## config.mk

```make
export PLATFORM = sky130hd
export DESIGN_NAME = string_hash_bank_top
export DESIGN_NICKNAME = d
export VERILOG_FILES = /design/src/hdl/shb_pkg.sv /design/src/hdl/string_hash_bank_top.sv /design/src/hdl/shb_in_stage.sv /design/src/hdl/shb_hash_core.sv /design/src/hdl/shb_out_stage.sv
export VERILOG_INCLUDE_DIRS = /design/src /design/src/hdl
export SDC_FILE = /design/constraint.sdc
export NUM_CORES = 2
export LEC_CHECK = 0
export BUFFER_PORTS_ARGS = -buffer_cell sky130_fd_sc_hd__buf_2
export CAP_MARGIN = 0
export CORE_ASPECT_RATIO = 1.5
export CORE_MARGIN = 5
export CORE_UTILIZATION = 30
export DETAILED_ROUTE_END_ITERATION = 16
export PLACE_DENSITY = 0.52
export SLEW_MARGIN = 20
export SYNTH_ARGS = -nofsm -noshare
export SYNTH_HDL_FRONTEND = slang
export SYNTH_HIERARCHICAL = 1
export SYNTH_SLANG_ARGS = --single-unit
```

## constraint.sdc

```tcl
create_clock -name clk -period 8.26 [get_ports clk]
set_clock_uncertainty 0.15 [all_clocks]
set_input_delay 0.826 -clock clk [delete_from_list [all_inputs] [get_ports clk]]
set_output_delay 0.826 -clock clk [all_outputs]
set_load 0.01 [all_outputs]
```

## src/hdl/string_hash_bank_top_macros.svh

```systemverilog
// Assertion macros shared by the string hash bank modules.
`ifndef STRING_HASH_BANK_TOP_MACROS_SVH
`define STRING_HASH_BANK_TOP_MACROS_SVH
`ifndef NO_ASSERTIONS
// Same-cycle implication, checked at every rising edge outside reset.
`define SHB_ASSERT_IMPL(label, ck, rn, ante, cons) \
    label: assert property (@(posedge ck) disable iff (!rn) (ante) |-> (cons)) \
        else $error("string hash bank: same-cycle check failed");
// Next-cycle implication, checked at every rising edge outside reset.
`define SHB_ASSERT_NEXT(label, ck, rn, ante, cons) \
    label: assert property (@(posedge ck) disable iff (!rn) (ante) |=> (cons)) \
        else $error("string hash bank: next-cycle check failed");
`else
`define SHB_ASSERT_IMPL(label, ck, rn, ante, cons)
`define SHB_ASSERT_NEXT(label, ck, rn, ante, cons)
`endif
`endif

```

## src/hdl/shb_pkg.sv

```systemverilog
package shb_pkg;

    localparam logic [31:0] CRC_POLY          = 32'hEDB8_8320;
    localparam logic [31:0] CRC_INIT          = 32'hFFFF_FFFF;
    localparam logic [31:0] FNV_PRIME         = 32'd16777619;
    localparam logic [31:0] AP_MASK           = 32'h7FFF_FFFF;
    localparam logic [31:0] MYSQL_LOW_MASK    = 32'd63;
    localparam logic [31:0] MYSQL_FIRST_INIT  = 32'd1;
    localparam logic [31:0] MYSQL_SECOND_INIT = 32'd4;
    localparam logic [31:0] MYSQL_SECOND_STEP = 32'd3;
    localparam logic [31:0] TIMES_N_RESET     = 32'd131;

    typedef struct packed {
        logic [7:0] data_byte;
        logic       byte_present;
        logic       end_of_string;
    } item_t;

    typedef struct packed {
        logic [31:0] times33_hash;
        logic [31:0] times_n_hash;
        logic [30:0] ap_hash;
        logic [31:0] fnv_hash;
        logic [31:0] mysql_hash;
        logic [31:0] crc_value;
    } result_t;

    // One entry of the reflected CRC-32 byte table.
    function automatic logic [31:0] crc_entry(input logic [7:0] idx);
        logic [31:0] v;
        v = {24'd0, idx};
        for (int k = 0; k < 8; k++)
        begin
            v = v[0] ? ((v >> 1) ^ CRC_POLY) : (v >> 1);
        end
        return v;
    endfunction

endpackage

```

## src/hdl/string_hash_bank_top.sv

```systemverilog
// Channel   Handshake               Payload
// input     in_valid / in_ready     data_byte, byte_present, end_of_string
// result    out_valid / out_ready   times33_hash, times_n_hash, ap_hash,
//                                   fnv_hash, mysql_hash, crc_value
// config    cfg_valid / cfg_ready   times_n_multiplier
//
// One request per cycle is taken unless a waiting result stalls it; the hash
// recurrences are combinational between the input register and the accumulators.
// A string's last request is held in the input register, then its result in the result register.
// cfg_ready is always high; the multiplier resets to 131.
// A waiting result stalls only a request that ends a string; bytes keep
// flowing into the accumulators meanwhile.
module string_hash_bank_top (
    input  logic        clk,
    input  logic        rst_n,
    input  logic        in_valid,
    output logic        in_ready,
    input  logic [7:0]  data_byte,
    input  logic        byte_present,
    input  logic        end_of_string,
    output logic        out_valid,
    input  logic        out_ready,
    output logic [31:0] times33_hash,
    output logic [31:0] times_n_hash,
    output logic [30:0] ap_hash,
    output logic [31:0] fnv_hash,
    output logic [31:0] mysql_hash,
    output logic [31:0] crc_value,
    input  logic        cfg_valid,
    output logic        cfg_ready,
    input  logic [31:0] times_n_multiplier
);

    logic             item_valid;
    shb_pkg::item_t   item;
    logic             item_take;
    logic             out_space;
    logic             result_load;
    shb_pkg::result_t result;
    shb_pkg::result_t result_out;

    shb_in_stage u_in (
        .clk          (clk),
        .rst_n        (rst_n),
        .in_valid     (in_valid),
        .in_ready     (in_ready),
        .data_byte    (data_byte),
        .byte_present (byte_present),
        .end_of_string(end_of_string),
        .item_valid   (item_valid),
        .item         (item),
        .item_take    (item_take)
    );

    shb_hash_core u_core (
        .clk               (clk),
        .rst_n             (rst_n),
        .cfg_valid         (cfg_valid),
        .cfg_ready         (cfg_ready),
        .times_n_multiplier(times_n_multiplier),
        .item_valid        (item_valid),
        .item              (item),
        .item_take         (item_take),
        .out_space         (out_space),
        .result_load       (result_load),
        .result            (result)
    );

    shb_out_stage u_out (
        .clk        (clk),
        .rst_n      (rst_n),
        .result_load(result_load),
        .result     (result),
        .out_space  (out_space),
        .out_valid  (out_valid),
        .out_ready  (out_ready),
        .result_out (result_out)
    );

    assign times33_hash = result_out.times33_hash;
    assign times_n_hash = result_out.times_n_hash;
    assign ap_hash      = result_out.ap_hash;
    assign fnv_hash     = result_out.fnv_hash;
    assign mysql_hash   = result_out.mysql_hash;
    assign crc_value    = result_out.crc_value;

endmodule

```

## src/hdl/shb_in_stage.sv

```systemverilog
`include "string_hash_bank_top_macros.svh"

module shb_in_stage (
    input  logic          clk,
    input  logic          rst_n,
    input  logic          in_valid,
    output logic          in_ready,
    input  logic [7:0]    data_byte,
    input  logic          byte_present,
    input  logic          end_of_string,
    output logic          item_valid,
    output shb_pkg::item_t item,
    input  logic          item_take
);

    logic           valid_reg;
    logic           valid_next;
    shb_pkg::item_t item_reg;
    logic           in_accept;

    assign in_ready  = !valid_reg || item_take;
    assign in_accept = in_valid && in_ready;

    always_comb
    begin
        valid_next = valid_reg;
        if (in_accept)
        begin
            valid_next = 1'b1;
        end
        else if (item_take)
        begin
            valid_next = 1'b0;
        end
    end

    always_ff @(posedge clk or negedge rst_n)
    begin
        if (!rst_n)
        begin
            valid_reg <= 1'b0;
        end
        else
        begin
            valid_reg <= valid_next;
        end
    end

    always_ff @(posedge clk)
    begin
        if (in_accept)
        begin
            item_reg <= '{data_byte: data_byte, byte_present: byte_present,
                          end_of_string: end_of_string};
        end
    end

    assign item_valid = valid_reg;
    assign item       = item_reg;

    // A held request is not lost while the core stalls it.
    `SHB_ASSERT_NEXT(a_in_hold, clk, rst_n, valid_reg && !item_take, valid_reg && $stable(item_reg))

endmodule

```

## src/hdl/shb_hash_core.sv

```systemverilog
`include "string_hash_bank_top_macros.svh"

module shb_hash_core (
    input  logic             clk,
    input  logic             rst_n,
    input  logic             cfg_valid,
    output logic             cfg_ready,
    input  logic [31:0]      times_n_multiplier,
    input  logic             item_valid,
    input  shb_pkg::item_t   item,
    output logic             item_take,
    input  logic             out_space,
    output logic             result_load,
    output shb_pkg::result_t result
);

    logic [31:0] mult_reg;
    logic [31:0] t33_reg, tn_reg, ap_reg, fnv_reg, my1_reg, my2_reg, crc_reg;
    logic        odd_reg;

    logic [31:0] t33_next, tn_next, ap_next, fnv_next, my1_next, my2_next, crc_next;
    logic        odd_next;

    logic [31:0] b32;
    logic [31:0] t33_upd, tn_upd, ap_upd, fnv_upd, my1_upd, my2_upd, crc_upd;
    logic [31:0] tn_prod, fnv_prod, my_sum, ap_mix;
    logic [31:0] my_prod;
    logic        absorb;

    assign cfg_ready = 1'b1;

    always_ff @(posedge clk or negedge rst_n)
    begin
        if (!rst_n)
        begin
            mult_reg <= shb_pkg::TIMES_N_RESET;
        end
        else if (cfg_valid)
        begin
            mult_reg <= times_n_multiplier;
        end
    end

    // A request that closes a string needs room in the result register.
    assign item_take   = item_valid && (!item.end_of_string || out_space);
    assign result_load = item_take && item.end_of_string;
    assign absorb      = item_take && item.byte_present;

    assign b32      = {24'd0, item.data_byte};
    assign t33_upd  = (t33_reg << 5) + t33_reg + b32;
    assign tn_prod  = tn_reg * mult_reg;
    assign tn_upd   = tn_prod + b32;
    assign fnv_prod = fnv_reg * shb_pkg::FNV_PRIME;
    assign fnv_upd  = fnv_prod ^ b32;
    assign my_sum   = (my1_reg & shb_pkg::MYSQL_LOW_MASK) + my2_reg;
    assign my_prod  = my_sum * b32;
    assign my1_upd  = my1_reg ^ (my_prod + (my1_reg << 8));
    assign my2_upd  = my2_reg + shb_pkg::MYSQL_SECOND_STEP;
    assign crc_upd  = shb_pkg::crc_entry(crc_reg[7:0] ^ item.data_byte) ^ (crc_reg >> 8);

    // Even positions use the shift-left-7 rule, odd ones the inverted
    // shift-left-11 rule.
    assign ap_mix = odd_reg ? ~((ap_reg << 11) ^ b32 ^ (ap_reg >> 5))
                            : ((ap_reg << 7) ^ b32 ^ (ap_reg >> 3));
    assign ap_upd = ap_reg ^ ap_mix;

    always_comb
    begin
        t33_next = t33_reg;
        tn_next  = tn_reg;
        ap_next  = ap_reg;
        odd_next = odd_reg;
        fnv_next = fnv_reg;
        my1_next = my1_reg;
        my2_next = my2_reg;
        crc_next = crc_reg;
        if (absorb)
        begin
            t33_next = t33_upd;
            tn_next  = tn_upd;
            ap_next  = ap_upd;
            odd_next = !odd_reg;
            fnv_next = fnv_upd;
            my1_next = my1_upd;
            my2_next = my2_upd;
            crc_next = crc_upd;
        end

        result.times33_hash = t33_next;
        result.times_n_hash = tn_next;
        result.ap_hash      = ap_next[30:0];
        result.fnv_hash     = fnv_next;
        result.mysql_hash   = my1_next;
        result.crc_value    = ~crc_next;

        if (result_load)
        begin
            t33_next = '0;
            tn_next  = '0;
            ap_next  = '0;
            odd_next = 1'b0;
            fnv_next = '0;
            my1_next = shb_pkg::MYSQL_FIRST_INIT;
            my2_next = shb_pkg::MYSQL_SECOND_INIT;
            crc_next = shb_pkg::CRC_INIT;
        end
    end

    always_ff @(posedge clk or negedge rst_n)
    begin
        if (!rst_n)
        begin
            t33_reg <= '0;
            tn_reg  <= '0;
            ap_reg  <= '0;
            odd_reg <= 1'b0;
            fnv_reg <= '0;
            my1_reg <= shb_pkg::MYSQL_FIRST_INIT;
            my2_reg <= shb_pkg::MYSQL_SECOND_INIT;
            crc_reg <= shb_pkg::CRC_INIT;
        end
        else
        begin
            t33_reg <= t33_next;
            tn_reg  <= tn_next;
            ap_reg  <= ap_next;
            odd_reg <= odd_next;
            fnv_reg <= fnv_next;
            my1_reg <= my1_next;
            my2_reg <= my2_next;
            crc_reg <= crc_next;
        end
    end

    `SHB_ASSERT_NEXT(a_core_clear, clk, rst_n, result_load, crc_reg == shb_pkg::CRC_INIT && my2_reg == shb_pkg::MYSQL_SECOND_INIT && !odd_reg)
    `SHB_ASSERT_NEXT(a_core_step, clk, rst_n, absorb && !result_load, my2_reg == $past(my2_reg) + shb_pkg::MYSQL_SECOND_STEP)
    `SHB_ASSERT_NEXT(a_core_idle, clk, rst_n, !item_take, $stable(crc_reg) && $stable(fnv_reg) && $stable(odd_reg))

endmodule

```

## src/hdl/shb_out_stage.sv

```systemverilog
`include "string_hash_bank_top_macros.svh"

module shb_out_stage (
    input  logic             clk,
    input  logic             rst_n,
    input  logic             result_load,
    input  shb_pkg::result_t result,
    output logic             out_space,
    output logic             out_valid,
    input  logic             out_ready,
    output shb_pkg::result_t result_out
);

    logic             valid_reg;
    logic             valid_next;
    shb_pkg::result_t result_reg;

    assign out_space = !valid_reg || out_ready;

    always_comb
    begin
        valid_next = valid_reg;
        if (result_load)
        begin
            valid_next = 1'b1;
        end
        else if (out_ready)
        begin
            valid_next = 1'b0;
        end
    end

    always_ff @(posedge clk or negedge rst_n)
    begin
        if (!rst_n)
        begin
            valid_reg <= 1'b0;
        end
        else
        begin
            valid_reg <= valid_next;
        end
    end

    always_ff @(posedge clk)
    begin
        if (result_load)
        begin
            result_reg <= result;
        end
    end

    assign out_valid  = valid_reg;
    assign result_out = result_reg;

    // A new result never overwrites one that has not been taken.
    `SHB_ASSERT_IMPL(a_out_no_overwrite, clk, rst_n, result_load, !valid_reg || out_ready)

endmodule

```

==> impl_results.md <==
- Clock tree root buffer cell: clkbuf_16
- Type of origin of the critical path: flop
- Synth Instances: 5161
- FILL cells: roughly 17000
- Post-CTS setup repair buffer count: 0
- Worst slew pin tran: roughly 1.1 ns
- Share of layout cells above drive strength 1: a little over a tenth
- Initial Utilization: 30.2%
- Final nets: roughly 6500
- Total of max-cap violations: 0
- Routability-driven placement congestion ratio: 0.875
- Synth Register Bits: between 400 and 500
- Routed vias: about 36000
- CP most frequent cell: fa_1
- Total grt overflow: 0
- Outcome: completed
- Max reg flops: approximately 190
- Critical-path maximum fanout: 7
- Fin. Hold Viols: 0
- Worst R2R Path Depth: 28
- First-pass GRT wire length: roughly 240000 µm
- Crit-path max cell delay: 0.56 ns
- Worst-Skew Late Latency: a little under 0.7 ns
- Max_slew headroom: between 20% and 30%
- Unrepaired setup endpoints after global routing: false
- DP Wirelength: 123000 µm
- CTS Sinks: 460
- Seq/Total Area, Yosys: between 20% and 30%
- Placed cells: about 7500
- Synthesized area: 50700 µm²
- Detail Route Antenna Nets: 0
- Vias in the first global route: approximately 40000
- Number of CTS-inserted buffers: between 50 and 60
- Core box area: 168000 µm²
- Synth warn: 6
- Crit end category: flop
- 1st-iter DRT viols: 1607
- Hold_buf cts: 0
- Post-synth ARST share: between 50 and 60%
- Avg Inst Size Synth: around 9.8 µm²
- CP arrival: between 8 and 9 ns
- Largest net degree at the start of global routing: 178
- Antenna violations before repair: 16
- Tmin final: ~7.9 ns
- Crit share post-route: between 90 and 100%
- Remaining routing DRC violations: 0
- R2r setup slk: 0.35 ns
- I/O pin cnt: 241
- Prevailing post-synth register cell: dfrtp_1
- Fmax: around 130 MHz
- Finished Layout Cells: around 7600
- Distinct cells, synth: between 80 and 90
- Number of port buffers: between 200 and 250
- Die ar.: 178000 µm²
- Reg-to-reg endpoint: u_out/result_out[63]
- Row count: 184
- Synth-to-Final Area Change: 11.7%
- Post-synth net total: ~6300
- Max Slew Vio Count: 0
- Die width: between 300 and 400 µm
- Final setup TNS: 0 ns
- Total track usage: 17.5%
- Setup violators final: 0
- Drt pass-1 iters: 5
- Crit-path slowest cell: nor4_1
- RR Startpoint: u_core/my1_reg[0]
- H-tree depth: 2
- Worst-path clk slew: ~0.080 ns
- Required time of the critical path: 8.64 ns
- CP Class: flop to flop
- Max Root-Sink Buffers: 3
- CTS tree: done
- Detail-routed via count per cell: ~4.7
- Wire length per cell: approximately 20 µm
- Hold Path Class: input pin to async pin
- Detailed Route WL: around 160000 µm
- DIE HEIGHT: about 500 µm
- Number of synthesized flops with an enable pin: roughly 200
==> how the worst max path moves through the flow <==
stage / to / cells past startpoint / slack, ns / from
after global routing: u_out/result_out[63] / 30 / 0.02 / u_core/my1_reg[0]
after CTS: u_core/tn_reg[30] / 25 / 0.18 / u_core/mult_reg[4]
after global placement: u_core/tn_reg[30] / 25 / 0.35 / u_core/mult_reg[4]
final: u_out/result_out[63] / 28 / 0.35 / u_core/my1_reg[0]
after floorplan: u_out/out_valid / 6 / 0.34 / out_ready
after detailed placement: u_core/tn_reg[30] / 25 / 0.20 / u_core/mult_reg[4]
==> cell usage after synthesis, types with 35 or more instances <==
library cell / count / area share [%]
clkbuf_1: 194 / 1.4
a21oi_1: 160 / 1.6
nand2b_1: 50 / 0.62
fa_1: 673 / 27
ha_1: 442 / 11
o21ai_0: 105 / 1.0
xor2_1: 135 / 2.3
nand3_1: 36 / 0.36
mux2_2: 44 / 0.98
dfrtp_1: 222 / 11
xnor2_1: 251 / 4.3
edfxtp_1: 201 / 12
nor2_1: 276 / 2.0
a21o_1: 53 / 0.78
nand2_1: 493 / 3.6
dfstp_2: 37 / 1.9
a211oi_1: 35 / 0.52
inv_1: 909 / 6.7
and2_1: 468 / 5.8
==> per-stage QoR <==
step | cell area (µm²) | hold WS (ns) | util [%] | worst slack, ns
after detailed placement | 54700 | 0.351 | 32.6 | 0.197
after global routing | 56700 | 0.0994 | 33.8 | 0.0181
final | 56700 | 0.0916 | 33.8 | 0.354
after floorplan | 50700 | 0.331 | - | 0.343
after global placement | 54700 | 0.360 | 32.6 | 0.350
after CTS | 56600 | 0.0772 | 33.7 | 0.181
==> timing repair <==
action                                  CTS  global route
hold endpoints to repair                  0             0
endpoints found under the setup margin    0             5
gates resized for setup                   0             5
==> layout by cell type (no fill, tap or decap), types with 160 or more instances in the layout <==
| cell | instances |
|---|---|
| xnor2_1 | 249 |
| inv_1 | 908 |
| nand2_1 | 492 |
| fa_1 | 673 |
| a21oi_1 | 160 |
| nor2_1 | 276 |
| and2_1 | 468 |
| edfxtp_1 | 201 |
| dfrtp_1 | 219 |
| ha_1 | 442 |
| buf_2 | 238 |
==> logic make-up after synthesis <==
logic type      synth area share, %
simple gates                   14.7
buf+inv                        8.45
fa+ha+maj                      37.5
compound gates                 6.27
flops                          24.8
xor+xnor                       6.91
mux                            1.43
other cells                 0.00739
==> layout make-up <==
class | instances | area (µm²) | share of cell area [%]
clock buffers | 71 | 1580 | 2.79
clock inverters | 35 | 385 | 0.680
diodes | 6 | 15.0 | 0.0265
flip-flops and latches | 460 | 12600 | 22.2
multi-input cells | 3565 | 33900 | 59.8
repair buffers | 339 | 1990 | 3.52
well taps | 2232 | 2790 | 4.93
inverters | 911 | 3430 | 6.05
==> critical path, delay by kind of cell, from the launching register on <==
family                     cells  cell delay, ns
DFF                            1            0.55
and+or+nand+nor                7            1.58
adders and majority gates      7            3.02
AOI/OAI and AO/OA              7            1.44
xor gates and xnor gates       2            0.45
buffers and inverters          5            0.54
==> layer usage <==
| metal | track usage [%] | vias to the layer above | share of wire, % |
|---|---|---|---|
| met2 | 30.0 | 895 | 48 |
| met1 | 21.7 | 18200 | 42 |
| met5 | 0 | - | 0.0084 |
| met4 | 6.82 | 2 | 4.4 |
| li1 | - | 16500 | - |
| met3 | 3.48 | 263 | 5.5 |
Power is not shown: default switching activity piles up to over one toggle a cycle in this logic, so the estimate is an artifact.
